===== src/rtl/core/sck_isqrt.sv =====
// ----------------------------------------------------------------------------
// sck_isqrt: pipelined integer square root
// Floor square root of a 64-bit value, one result bit per register stage.
// ----------------------------------------------------------------------------
`timescale 1ns / 1ps

module sck_isqrt #(
  parameter int TAG_W = 1
) (
  input  logic             clk,
  input  logic             rst,
  input  logic             en,
  input  logic             in_valid,
  input  logic [63:0]      rad,
  input  logic [TAG_W-1:0] in_tag,
  output logic             out_valid,
  output logic [31:0]      root,
  output logic [TAG_W-1:0] out_tag
);

  localparam int STG = 32;

  logic [32:0]      rem_q  [STG-1];
  logic [63:0]      rad_q  [STG-1];
  logic [31:0]      root_q [STG];
  logic [TAG_W-1:0] tag_q  [STG];
  logic             vld_q  [STG];

  logic [32:0]      rem_n  [STG-1];
  logic [63:0]      rad_n  [STG-1];
  logic [31:0]      root_n [STG];

  always_comb begin
    logic [34:0] rs;
    logic [34:0] tr;
    logic [32:0] rc;
    logic [63:0] vc;
    logic [31:0] oc;
    for (int k = 0; k < STG; k++) begin
      if (k == 0) begin
        rc = '0;
        vc = rad;
        oc = '0;
      end else begin
        rc = rem_q[k-1];
        vc = rad_q[k-1];
        oc = root_q[k-1];
      end
      rs = {rc[32:0], vc[63:62]};
      tr = {1'b0, oc, 2'b01};
      if (rs >= tr) begin
        root_n[k] = {oc[30:0], 1'b1};
        if (k < STG - 1) begin
          rem_n[k] = 33'(rs - tr);
        end
      end else begin
        root_n[k] = {oc[30:0], 1'b0};
        if (k < STG - 1) begin
          rem_n[k] = rs[32:0];
        end
      end
      if (k < STG - 1) begin
        rad_n[k] = {vc[61:0], 2'b00};
      end
    end
  end

  always_ff @(posedge clk) begin
    if (en) begin
      for (int k = 0; k < STG - 1; k++) begin
        rem_q[k] <= rem_n[k];
        rad_q[k] <= rad_n[k];
      end
      for (int k = 0; k < STG; k++) begin
        root_q[k] <= root_n[k];
      end
      tag_q[0] <= in_tag;
      for (int k = 1; k < STG; k++) begin
        tag_q[k] <= tag_q[k-1];
      end
    end
  end

  always_ff @(posedge clk) begin
    if (rst) begin
      for (int k = 0; k < STG; k++) begin
        vld_q[k] <= 1'b0;
      end
    end else if (en) begin
      vld_q[0] <= in_valid;
      for (int k = 1; k < STG; k++) begin
        vld_q[k] <= vld_q[k-1];
      end
    end
  end

  assign out_valid = vld_q[STG-1];
  assign root      = root_q[STG-1];
  assign out_tag   = tag_q[STG-1];

endmodule


===== config.mk =====
export PLATFORM = sky130hd
export DESIGN_NAME = sck_isqrt
export DESIGN_NICKNAME = d
export VERILOG_FILES = /design/src/rtl/core/sck_isqrt.sv
export SDC_FILE = /design/constraint.sdc
export NUM_CORES = 2
export LEC_CHECK = 0
export BUFFER_PORTS_ARGS = -buffer_cell sky130_fd_sc_hd__buf_2
export CORE_ASPECT_RATIO = 0.75
export CORE_MARGIN = 2
export CORE_UTILIZATION = 35
export DETAILED_ROUTE_END_ITERATION = 7
export PLACE_DENSITY = 0.45
export SYNTH_ARGS = -nofsm -noshare
export SYNTH_HDL_FRONTEND = slang
export SYNTH_SLANG_ARGS = --single-unit

===== constraint.sdc =====
create_clock -name clk -period 10.3 [get_ports clk]
set_input_delay 0 -clock clk [delete_from_list [all_inputs] [get_ports clk]]
set_output_delay 0 -clock clk [all_outputs]
set_load 0.01 [all_outputs]

==> impl_metrics.yaml <==
run_status:
  result_of_the_run: "completed"
synth:
  async_reset_ff_frac: 0
  synth_xor_xnor_area_share: 0.0579
  fraction_of_synthesized_cell_area_taken_by_the_top_area_cell_type: 0.647
  synthCells: 9131
  synth_compound_area_frac: 0.0969
  synth.lib_cells_used.distinct: 87
  post_synth_most_frequent_cells: "edfxtp_1, inv_1, nand2_1"
  yosysSeqAreaShare: 0.647
  yosys.area_share.simple: 0.101
  syn-num-nets: 9761
  post_synth_edffs: 2558
  synth.cell_area_um2: 119000
  synth-main-ff-cell: "edfxtp_1"
  yosysWarnings: 0
  synthAdderAreaFrac: 0.0591
  largest_family_of_logic_cells_by_synthesized_area: "simple AND/OR/NAND/NOR gates"
  ys_top_cells_by_area: "edfxtp_1, ha_1, xor2_1"
  synth-seq-cells: 2558
  synth.mux.area_fraction: 0.0105
  yosys.area.top_type: "edfxtp_1"
  yosys.cell_count.top_type: "edfxtp_1"
  synth.avg_cell_area_um2: 13.0
pwr:
  p_per_area_nw_per_um2: 222
  total_power_mw: 30.0
  p_leak_nw: 50.8
  ir_drop_uv: 123
global_route:
  global_route.usage.met2: 0.222
  grt_max_degree: 198
  antenna_found_initial: 14
  globalRouteMet3Util: 0.0227
  first_global_vias: 69800
  grt.met1_usage: 0.218
  global_route.overflow_total: 0
  grt_first_pass_wirelength_um: 402000
  track_usage: 0.146
  busiest_layer: "met2"
routing:
  viasPerCell: 5.00
  route.final.wire_length_um: 258000
  drt_pass1_iterations: 5
  drc: 0
  post_drt_wl_per_cell_um: 18.1
  dr.first_iter.drc_count: 5343
  dr_total_vias: 71100
  antenna_left: 0
clocking:
  clock_tree_from_tritoncts: "built"
  clockBufferDepth: 4
  worst_setup_hold_path_clk_slew_ns: 0.06
  cts.sinks: 2558
  clock_latency_at_the_later_pin_of_the_worst_skew_pair_ns: 0.84
  cts_inserted_buffers: 287
  clock_tree.htree_level_count: 5
  root_buf_cell: "clkbuf_16"
floorplan:
  width_of_the_die_um: 677
  fp.coreArea_um2: 338000
  die-area_um2: 344000
  pin_count: 103
  placement_rows: 185
  initial_utilization: 0.351
  die_h_um: 508
placement:
  detailed_place.area_um2: 125000
  pre_cts_ws_ns: 5.55
  hpwl_um: 181000
  io_buf_count: 102
  routability_congestion_estimate_from_global_placement: 0.861
  post-place-cells: 13600
layout:
  final_layout_size_suffix_gt1_frac: 0.0737
  final_core_util: 0.399
  area_growth_pct: 13.7
  fin_cells: 14200
  final.fill_count: 31700
  final_net_count: 10200
  post-route-cell-area_um2: 135000
critical_path:
  worst_ep_required_time_ns: 10.84
  arrival_ns: 5.30
  cp_max_fo: 30
  criticalPathCategory: "register to register"
  timing.critical_path.from_type: "register"
  worstSetupEndpointType: "register"
sta:
  fin_tns_setup_ns: 0
  final.setup.worst_slack_ns: 5.54
  grt_setup_unrepaired: "no"
  setup-violations-final: 0
  timing.max_slew.rel_slack: 0.132
  fin_worst_skew_ns: 0.0470
  layout_worst_path_cycle_share: 0.462
  worst_pin_slew_ns: 1.29
  final_hold_viol_count: 0
  final-max-slew-violation-count: 0
  fmax_ghz: 0.210
  worst_hold_slack_ns: 0.139
  final.min_clock_period_ns: 4.76
hold_path:
  hp-class: "primary input to register"
run:
  drv_cap: 0
-- worst max-delay path: stages (launching register included) --
cell and delay, ns:
edfxtp_1 0.39, ha_1 0.36, o21ai_0 0.14, a211oi_1 0.58, a21boi_0 0.26, o21ai_0 0.45
a41oi_1 0.24, o21a_1 0.25, o211a_1 0.60, inv_1 0.94, a21oi_1 0.22
-- layout make-up --
type                            count  area (um2)  share of cell area
Clock inverter                    155        1240             0.00917
Multi-Input combinational cell   5688       38700               0.287
Sequential cell                  2558       76800               0.569
Inverter                          708        2660              0.0197
Timing Repair Buffer              283        2370              0.0176
Tap cell                         4488        5620              0.0416
Antenna cell                        5        12.5           0.0000927
Clock buffer                      344        7590              0.0562
-- path summary, 6_finish.rpt --
path | startpoint | endpoint | slack [ns] | cells after the start
setup / recovery | rem_q[1][132] | rem_q[1][166] | 5.54 | 10
hold / removal | rst | vld_q[0][30] | 0.14 | 3
setup reg to reg | rem_q[1][132] | rem_q[1][166] | 5.54 | 10
hold reg to reg | rad_q[0][226] | rad_q[0][290] | 0.39 | 0
-- repair_timing --
| item | in CTS | in global routing |
|---|---|---|
| setup buffers | 0 | 0 |
| endpoints found under the hold margin | 183 | 0 |
| resized for setup | 0 | 0 |
| hold buffers | 136 | 0 |
-- layout by cell type, fill, tap and decap left out, drive strengths merged, types with 18 or more instances in the layout --
cell / netlist / routed
nand4: 87 / 87
nor3: 233 / 233
a21boi: 39 / 39
o21bai: 47 / 47
and2: 71 / 71
a21oi: 514 / 514
o21a: 123 / 123
inv: 706 / 717
nand3: 134 / 134
mux2i: 21 / 21
a211oi: 39 / 39
or4: 73 / 73
mux2: 92 / 92
nand2: 603 / 603
nor4: 129 / 129
ha: 561 / 561
buf: 14 / 147
a21o: 216 / 216
o21ai: 484 / 484
or3: 85 / 85
a31oi: 54 / 54
edfxtp: 2558 / 2558
clkinv: 2 / 122
nand2b: 108 / 108
xor2: 400 / 400
or2: 43 / 43
nand3b: 20 / 20
o31ai: 68 / 68
nor2: 580 / 580
clkbuf: 163 / 344
o211ai: 33 / 33
nor2b: 106 / 106
xnor2: 385 / 385
and3: 49 / 49
dlygate4sd3: 0 / 136
o41ai: 18 / 18
a211o: 24 / 24
-- metal layers --
layer | share of wire | up-vias
li1 | - | 34700
met1 | 0.50 | 34600
met2 | 0.43 | 1405
met3 | 0.046 | 360
met4 | 0.022 | 0
met5 | 0 | -
-- power by group --
group          internal [mW]  switching, mW  leakage, nW
clock                   5.67           4.11         4.33
sequential              13.2          0.882         24.7
combinational           2.57           3.61         21.8
total                   21.4           8.61         50.8
-- state kept, by name (all words and copies together), names as in the netlist --
name and flops:
rad_q 992, tag_q 32, rem_q 974, vld_q 32, root_q 528
-- kinds of logic after synthesis --
logic type	count (synthesis)
AOI/OAI and AO/OA	1831
adders and majority gates	561
and+or+nand+nor	2397
DFF	2558
other	1
muxes	113
xor gates and xnor gates	785
buffers and inverters	885
Power figures use the tool's default switching activity.
