==> src/rtl/core/sck_div.sv <==
// ----------------------------------------------------------------------------
// sck_div: pipelined restoring divider, several lanes in lockstep
// One quotient bit per register stage; lanes share valid and sideband.
// ----------------------------------------------------------------------------
`timescale 1ns / 1ps

module sck_div #(
  parameter int LANES = 1,
  parameter int NUM_W = 8,
  parameter int DEN_W = 8,
  parameter int QUO_W = 8,
  parameter int TAG_W = 1
) (
  input  logic                        clk,
  input  logic                        rst,
  input  logic                        en,
  input  logic                        in_valid,
  input  logic [LANES-1:0][NUM_W-1:0] num,
  input  logic [LANES-1:0][DEN_W-1:0] den,
  input  logic [TAG_W-1:0]            in_tag,
  output logic                        out_valid,
  output logic [LANES-1:0][QUO_W-1:0] quo,
  output logic [TAG_W-1:0]            out_tag
);

  // The quotient must fit QUO_W bits; the high numerator bits seed the
  // partial remainder.
  localparam int HI_W = NUM_W - QUO_W;
  localparam int STG  = QUO_W;

  logic [DEN_W-1:0] rem_init [LANES];

  logic [DEN_W-1:0] rem_q [LANES][STG-1];
  logic [DEN_W-1:0] den_q [LANES][STG-1];
  logic [QUO_W-1:0] nq_q  [LANES][STG];
  logic [DEN_W-1:0] rem_n [LANES][STG-1];
  logic [DEN_W-1:0] den_n [LANES][STG-1];
  logic [QUO_W-1:0] nq_n  [LANES][STG];
  logic [TAG_W-1:0] tag_q [STG];
  logic             vld_q [STG];

  generate
    if (HI_W > 0) begin : g_hi
      always_comb begin
        for (int l = 0; l < LANES; l++) begin
          rem_init[l] = DEN_W'(num[l][NUM_W-1:QUO_W]);
        end
      end
    end else begin : g_nohi
      always_comb begin
        for (int l = 0; l < LANES; l++) begin
          rem_init[l] = '0;
        end
      end
    end
  endgenerate

  // The low numerator bits and the quotient share one shift register.
  always_comb begin
    logic [DEN_W-1:0] rc;
    logic [QUO_W-1:0] nc;
    logic [DEN_W-1:0] dc;
    logic [DEN_W:0]   trial;
    logic             ge;
    for (int l = 0; l < LANES; l++) begin
      for (int k = 0; k < STG; k++) begin
        if (k == 0) begin
          rc = rem_init[l];
          nc = num[l][QUO_W-1:0];
          dc = den[l];
        end else begin
          rc = rem_q[l][k-1];
          nc = nq_q[l][k-1];
          dc = den_q[l][k-1];
        end
        trial = {rc, nc[QUO_W-1]};
        ge    = (trial >= {1'b0, dc});
        nq_n[l][k] = {nc[QUO_W-2:0], ge};
        if (k < STG - 1) begin
          rem_n[l][k] = ge ? DEN_W'(trial - {1'b0, dc}) : DEN_W'(trial);
          den_n[l][k] = dc;
        end
      end
    end
  end

  always_ff @(posedge clk) begin
    if (en) begin
      for (int l = 0; l < LANES; l++) begin
        for (int k = 0; k < STG - 1; k++) begin
          rem_q[l][k] <= rem_n[l][k];
          den_q[l][k] <= den_n[l][k];
        end
        for (int k = 0; k < STG; k++) begin
          nq_q[l][k] <= nq_n[l][k];
        end
      end
      tag_q[0] <= in_tag;
      for (int k = 1; k < STG; k++) begin
        tag_q[k] <= tag_q[k-1];
      end
    end
  end

  always_ff @(posedge clk) begin
    if (rst) begin
      for (int k = 0; k < STG; k++) begin
        vld_q[k] <= 1'b0;
      end
    end else if (en) begin
      vld_q[0] <= in_valid;
      for (int k = 1; k < STG; k++) begin
        vld_q[k] <= vld_q[k-1];
      end
    end
  end

  always_comb begin
    for (int l = 0; l < LANES; l++) begin
      quo[l] = nq_q[l][STG-1];
    end
  end

  assign out_valid = vld_q[STG-1];
  assign out_tag   = tag_q[STG-1];

endmodule

==> config.mk <==
export PLATFORM = sky130hd
export DESIGN_NAME = sck_div
export DESIGN_NICKNAME = d
export VERILOG_FILES = /design/src/rtl/core/sck_div.sv
export SDC_FILE = /design/constraint.sdc
export NUM_CORES = 1
export LEC_CHECK = 0
export ABC_CLOCK_PERIOD_IN_PS = 6000
export BUFFER_PORTS_ARGS = -buffer_cell sky130_fd_sc_hd__buf_4
export CORE_MARGIN = 2
export CORE_UTILIZATION = 50
export CTS_BUF_LIST = sky130_fd_sc_hd__clkbuf_8
export DETAILED_ROUTE_END_ITERATION = 8
export PLACE_DENSITY = 0.66
export REMOVE_ABC_BUFFERS = 1
export SYNTH_ARGS = -nofsm -noshare
export SYNTH_HDL_FRONTEND = slang
export SYNTH_SLANG_ARGS = --single-unit
==> constraint.sdc <==
create_clock -name clk -period 6 [get_ports clk]
set_input_delay 1.2 -clock clk [delete_from_list [all_inputs] [get_ports clk]]
set_output_delay 1.2 -clock clk [all_outputs]
set_load 0.02 [all_outputs]
==> results.json, run 1 <==
{
  "final_cell_count_no_fill": 919,
  "crit_type": "flop to flop",
  "io_pins": 31,
  "setup_viol": 0,
  "wirelength_um": 14100,
  "syn_to_final_growth_pct": 9.29,
  "dpl_worst_slack_ns": 3.10,
  "hold_violations": 0,
  "firstDrtPassIters": 4,
  "tightest_slew_ns": 0.986,
  "cp.arrival_ns": 2.89,
  "ir_drop_uv": 160,
  "numCtsBuffers": 17,
  "drc": 0,
  "max_freq_mhz": 372,
  "globalplace.congestion": 0.840,
  "crit_path_max_incr_delay_ns": 0.85,
  "grt_pass1_vias": 5325,
  "fin_setup_tns_ns": 0,
  "antenna_found_initial": 0,
  "grt_pass1_wl_um": 23300,
  "syn_area_per_cell_um2": 13.9,
  "layout.nets": 766,
  "path_cells": "ha_1 > a21oi_1 > o21ai_0 > a221oi_2 > inv_1 > o22a_1",
  "synth_edf_count": 192,
  "grt_usage": 0.161,
  "holdBufCountCts": 0,
  "ctsResizeCount": 0,
  "antenna_left": 0,
  "status": "finished clean",
  "vias": 4944,
  "crit_path_start_kind": "flop",
  "vias_per_cell": 5.38,
  "dp.cells": 887,
  "fp.dieH_um": 138,
  "antenna_cells": 0,
  "finalPower_uw": 3570,
  "grt-ovfl-total": 0,
  "synth-seq-cells": 192,
  "clock-sinks": 192,
  "drv_slew": 0,
  "end_kind": "flop",
  "slew_headroom": 0.343,
  "clk_path_buf_depth": 2,
  "start_util": 0.514,
  "drv_cap": 0,
  "synth_area_um2": 8950,
  "drt_iter0_markers": 354,
  "post-route-period-util": 0.448,
  "worst_hold_slack_ns": 0.424,
  "period_needed_ns": 2.69,
  "leakage_uw": 0.00385,
  "synth_cell_type_count": 57,
  "hp-class": "flop to flop",
  "postCtsSetupRepairBufs": 0,
  "synthFlopType": "edfxtp_1",
  "row_count": 48,
  "grt_max_degree": 69,
  "die_w_um": 138,
  "clk_pin_slew_ns": 0.10,
  "synth_cells": 643,
  "root_buffer": "clkbuf_8",
  "cp_slowest_cell": "a221oi_2",
  "dp_hpwl_um": 10100,
  "cp_max_fo": 16,
  "final.setup_skew_ns": 0.00728,
  "power.density_nw_per_um2": 365,
  "fin_ws_ns": 3.31,
  "async_reset_ff_frac": 0,
  "coreArea_um2": 17400,
  "crit_family": "compound AO/OA/AOI/OAI gates",
  "layout-drive-gt1-share": 0.137,
  "clk_latency_ns": 0.45,
  "synth_warnings": 0,
  "wl_per_cell_um": 15.3,
  "cts_tree": "yes",
  "dieArea_um2": 19000,
  "htreeDepth": 4,
  "rsz0062_at_grt": "false",
  "crit_required_ns": 6.20,
  "crit_buf_inv": 1,
  "port_buffers": 30,
  "ys_seq_area_frac": 0.644
}
[final timing paths]
| kind | start | end | slack [ns] | cells after the start |
|---|---|---|---|---|
| max | rem_q[0][53]$_SDFFCE_PP0P_ | rem_q[0][47]$_DFFE_PP_ | 3.31 | 6 |
| min | nq_q[0][44]$_DFFE_PP_ | nq_q[0][37]$_DFFE_PP_ | 0.42 | 0 |
| max reg2reg | rem_q[0][53]$_SDFFCE_PP0P_ | rem_q[0][47]$_DFFE_PP_ | 3.31 | 6 |
| min reg2reg | nq_q[0][44]$_DFFE_PP_ | nq_q[0][37]$_DFFE_PP_ | 0.42 | 0 |
[layout by cell type (no fill, tap or decap), drive strengths merged, types with 4 or more instances in the layout]
cell type / Yosys / routed
fa: 6 / 6
buf: 11 / 32
and2: 11 / 11
o21ai: 41 / 41
o31ai: 6 / 6
or4: 4 / 4
nand2b: 11 / 11
mux2: 15 / 15
xor2: 9 / 9
nand3: 6 / 6
a221oi: 4 / 4
clkinv: 1 / 7
clkbuf: 2 / 17
nor2: 14 / 14
mux2i: 8 / 8
nand2: 33 / 33
a21oi: 30 / 30
nor3: 6 / 6
inv: 78 / 82
xnor2: 11 / 11
a21o: 13 / 13
a211oi: 6 / 6
edfxtp: 192 / 192
nor2b: 11 / 11
o21a: 11 / 11
a21boi: 6 / 6
ha: 58 / 58
[cell families after synthesis]
family          share of synthesized area
flops                               0.644
compound gates                      0.101
buf+inv                            0.0432
mux                                0.0278
simple gates                       0.0706
fa+ha+maj                          0.0945
xor+xnor                           0.0196
[area by class of cell]
cell class / count / area [µm²]
clock buffers: 17 / 234
clock inverters: 15 / 161
fillers: 1439 / 7630
inverters: 79 / 298
multi-input cells: 359 / 2800
flip-flops and latches: 192 / 5770
well taps: 225 / 282
repair buffers: 32 / 244
[per-stage QoR]
step	cell area [µm²]	util
final	9790	0.562
after global routing	9790	0.562
after CTS	9790	0.562
after detailed placement	9390	0.539
after global placement	9390	0.539
after floorplan	8870	-
[flip-flops by register name (all words and copies together), names as in the netlist]
register / count
den_q: 56
nq_q: 64
rem_q: 56
tag_q: 8
vld_q: 8
[Yosys cell counts (all sizes together), types with 4 or more instances]
master / count / area, µm²
mux2i: 8 / 80.1
nor2: 14 / 52.6
fa: 6 / 120
mux2: 15 / 169
xnor2: 11 / 96.3
o31ai: 6 / 45.0
a21boi: 6 / 52.6
nand3: 6 / 30.0
nor2b: 11 / 68.8
nor3: 6 / 30.0
xor2: 9 / 78.8
buf: 11 / 81.3
inv: 78 / 293
a21oi: 30 / 150
nand2b: 11 / 68.8
a21o: 13 / 97.6
or4: 4 / 37.5
ha: 58 / 726
nand2: 33 / 124
o21ai: 41 / 205
o21a: 11 / 82.6
and2: 11 / 68.8
a211oi: 6 / 45.0
a221oi: 4 / 47.6
edfxtp: 192 / 5770
[power breakdown]
| part | switching, µW | total (µW) | internal (µW) | leakage (µW) |
|---|---|---|---|---|
| registers | 77.9 | 1810 | 1730 | 0.00188 |
| clock network | 457 | 833 | 376 | 0.000191 |
| logic | 502 | 928 | 426 | 0.00178 |
| total | 1040 | 3570 | 2540 | 0.00385 |
[routing by layer]
| layer | routed length (µm) | global-route usage |
|---|---|---|
| met2 | 8150 | 0.318 |
| met3 | 321 | 0.0386 |
| met5 | 0 | 0 |
| met4 | 424 | 0.0867 |
| met1 | 5150 | 0.151 |
No activity file was read; power rests on OpenSTA's default activity.
==> run 2, diff against run 1 <==
--- a/config.mk
+++ b/config.mk
@@ -5,13 +5,13 @@
 export SDC_FILE = /design/constraint.sdc
 export NUM_CORES = 1
 export LEC_CHECK = 0
-export ABC_CLOCK_PERIOD_IN_PS = 6000
+export ABC_CLOCK_PERIOD_IN_PS = 2250
 export BUFFER_PORTS_ARGS = -buffer_cell sky130_fd_sc_hd__buf_4
 export CORE_MARGIN = 2
 export CORE_UTILIZATION = 50
 export CTS_BUF_LIST = sky130_fd_sc_hd__clkbuf_8
 export DETAILED_ROUTE_END_ITERATION = 8
-export PLACE_DENSITY = 0.66
+export PLACE_DENSITY = 0.69
 export REMOVE_ABC_BUFFERS = 1
 export SYNTH_ARGS = -nofsm -noshare
 export SYNTH_HDL_FRONTEND = slang
==> constraint.sdc (replaced) <==
create_clock -name clk -period 2.25 [get_ports clk]
set_input_delay 0.45 -clock clk [delete_from_list [all_inputs] [get_ports clk]]
set_output_delay 0.45 -clock clk [all_outputs]
set_load 0.02 [all_outputs]
==> run 2 against run 1 <==
  * The run now ends with negative setup slack left
  * Die area is the same
  * Sequential power grew to 2.7 times the previous value
  * Sequential cell count is the same
  * Final cell count grew 3.0%
  * Setup slack lost 3.3 ns
  * Hold slack lost 0.25 ns
  * First-iteration DRC count shrank 28%
  * Final area grew 3.6%
  * Non-clock buffer count grew 28
  * Critical path type unchanged
==> results.json, run 2 (synthesis results as in run 1) <==
{
  "status": "complete, but fails checks",
  "violations": "negative setup slack",
  "antenna_found_initial": 0,
  "coreArea_um2": 17400,
  "root_buffer": "clkbuf_8",
  "antenna_cells": 0,
  "dp_hpwl_um": 10500,
  "drv_slew": 0,
  "layout_commonest_cell": "edfxtp_1",
  "dpl_worst_slack_ns": -0.179,
  "grt_pass1_wl_um": 24400,
  "drv_cap": 0,
  "max_freq_mhz": 442,
  "grt-ovfl-total": 0,
  "die_w_um": 138,
  "holdPathStages": 1,
  "start_util": 0.514,
  "port_buffers": 30,
  "syn_to_final_growth_pct": 13.2,
  "power_switching_share": 0.287,
  "pwr-share-clk": 0.213,
  "rsz0062_at_grt": "true",
  "layout-drive-gt1-share": 0.191,
  "globalplace.congestion": 0.890,
  "hp-class": "primary input to flop",
  "setup_viol": 2,
  "clk_pin_slew_ns": 0.09,
  "layout.nets": 794,
  "final_cell_count_no_fill": 947,
  "numCtsBuffers": 17,
  "p_switching_uw": 2810,
  "wl_per_cell_um": 15.7,
  "drc": 0,
  "ff2ff_path_depth": 7,
  "final_cell_mix": "edfxtp_1, inv_1, buf_4",
  "dp.cells": 904,
  "dieArea_um2": 19000,
  "top_regs": "nq_q (64), den_q (56), rem_q (56)",
  "final.setup_skew_ns": 0.00722,
  "clock-sinks": 192,
  "antenna_left": 0,
  "crit_path_max_incr_delay_ns": 0.45,
  "fin_util": 0.582,
  "grt_pass1_vias": 5506,
  "post-route-period-util": 1.00,
  "grt_max_degree": 50,
  "p_comb_frac": 0.292,
  "htreeDepth": 4,
  "vias_per_cell": 5.41,
  "period_needed_ns": 2.26,
  "power.density_nw_per_um2": 965,
  "row_count": 48,
  "cp.arrival_ns": 2.46,
  "fp.dieH_um": 138,
  "firstDrtPassIters": 5,
  "io_pins": 31,
  "crit_required_ns": 2.45,
  "clk_path_buf_depth": 2,
  "fin_ws_ns": -0.0111,
  "cp_slowest_cell": "edfxtp_1",
  "wirelength_um": 14800,
  "seq_power_share": 0.494,
  "p_int_uw": 6980,
  "cp_max_fo": 5,
  "hold_violations": 0,
  "cts_tree": "yes",
  "slew_headroom": 0.647,
  "tightest_slew_ns": 0.525,
  "crit_path_start_kind": "flop",
  "drt_iter0_markers": 256,
  "end_kind": "flop",
  "grt_usage": 0.168,
  "largest_reg_flops": 64,
  "largest-register": "nq_q",
  "ir_drop_uv": 564,
  "vias": 5127,
  "crit_type": "flop to flop",
  "worst_hold_slack_ns": 0.174,
  "path_cells": "ha_1 > nand3_1 > o21ai_0 > a21boi_1 > a21boi_4 > buf_12 > mux2_4",
  "leakage_uw": 0.00402,
  "clk_latency_ns": 0.44,
  "holdBufCountCts": 0
}
run 2: changes by cell type in the layout (fill, tap and decap cells not counted), moves of 6 or more:
cell | previous run | this run
buf_4 | 31 | 53
a21oi_1 | 30 | 22
a21oi_2 | 0 | 8
ha_1 | 58 | 51
o21ai_0 | 40 | 34
o21ai_1 | 1 | 7
run 2: area by class of cell:
class,count,area (µm²)
fill,1393,7280
multi-input combinational,359,2930
clock inverter,15,131
sequential,192,5770
tap,225,282
inverter,79,298
clock buffer,17,234
timing repair buffer,60,505
run 2: per-layer routing:
layer,track usage,up-vias,routed length [µm],part of all wire
met5,0,-,0,0
met4,0.0924,0,499,0.034
met3,0.0423,40,397,0.027
met2,0.328,89,8510,0.57
met1,0.158,2501,5420,0.37
li1,-,2497,-,-
run 2: final timing paths:
| kind | slack, ns | to | start |
|---|---|---|---|
| max | -0.01 | rem_q[0][35]$_DFFE_PP_ | rem_q[0][41]$_DFFE_PP_ |
| min | 0.17 | nq_q[0][62]$_DFFE_PP_ | num[5] |
| max reg2reg | -0.01 | rem_q[0][35]$_DFFE_PP_ | rem_q[0][41]$_DFFE_PP_ |
| min reg2reg | 0.42 | tag_q[4]$_DFFE_PP_ | tag_q[3]$_DFFE_PP_ |
run 2: power by group through the flow:
| stage | sequential [µW] | combinational [µW] | clock (µW) |
|---|---|---|---|
| floorplan | 4860 | 1860 | 0 |
| global placement | 4900 | 2470 | 0 |
| detailed placement | 4920 | 2620 | 0 |
| CTS | 4840 | 2640 | 2170 |
| global route | 4900 | 3190 | 2300 |
| finish | 4840 | 2860 | 2090 |
run 2: metrics by stage:
step | total power, µW | TNS (ns) | area [µm²]
CTS | 9650 | 0 | 9930
finish | 9780 | -0.0198 | 10100
floorplan | 6720 | 0 | 8870
global placement | 7370 | 0 | 9560
detailed placement | 7530 | -0.884 | 9560
global route | 10400 | -0.129 | 10100
run 2: worst max-delay path, delay by kind of cell, from the launching register on:
kind	cells	cell delay (ns)
fa+ha+maj	1	0.36
simple gates	1	0.13
buf+inv	1	0.15
flops	1	0.45
mux	1	0.30
compound gates	3	0.63
run 2: what timing repair did:
item,4_1_cts,5_1_grt
setup buffers,0,9
pin swaps,2,8
gates resized for setup,4,33
cloned,0,2
setup endpoints to repair,12,32
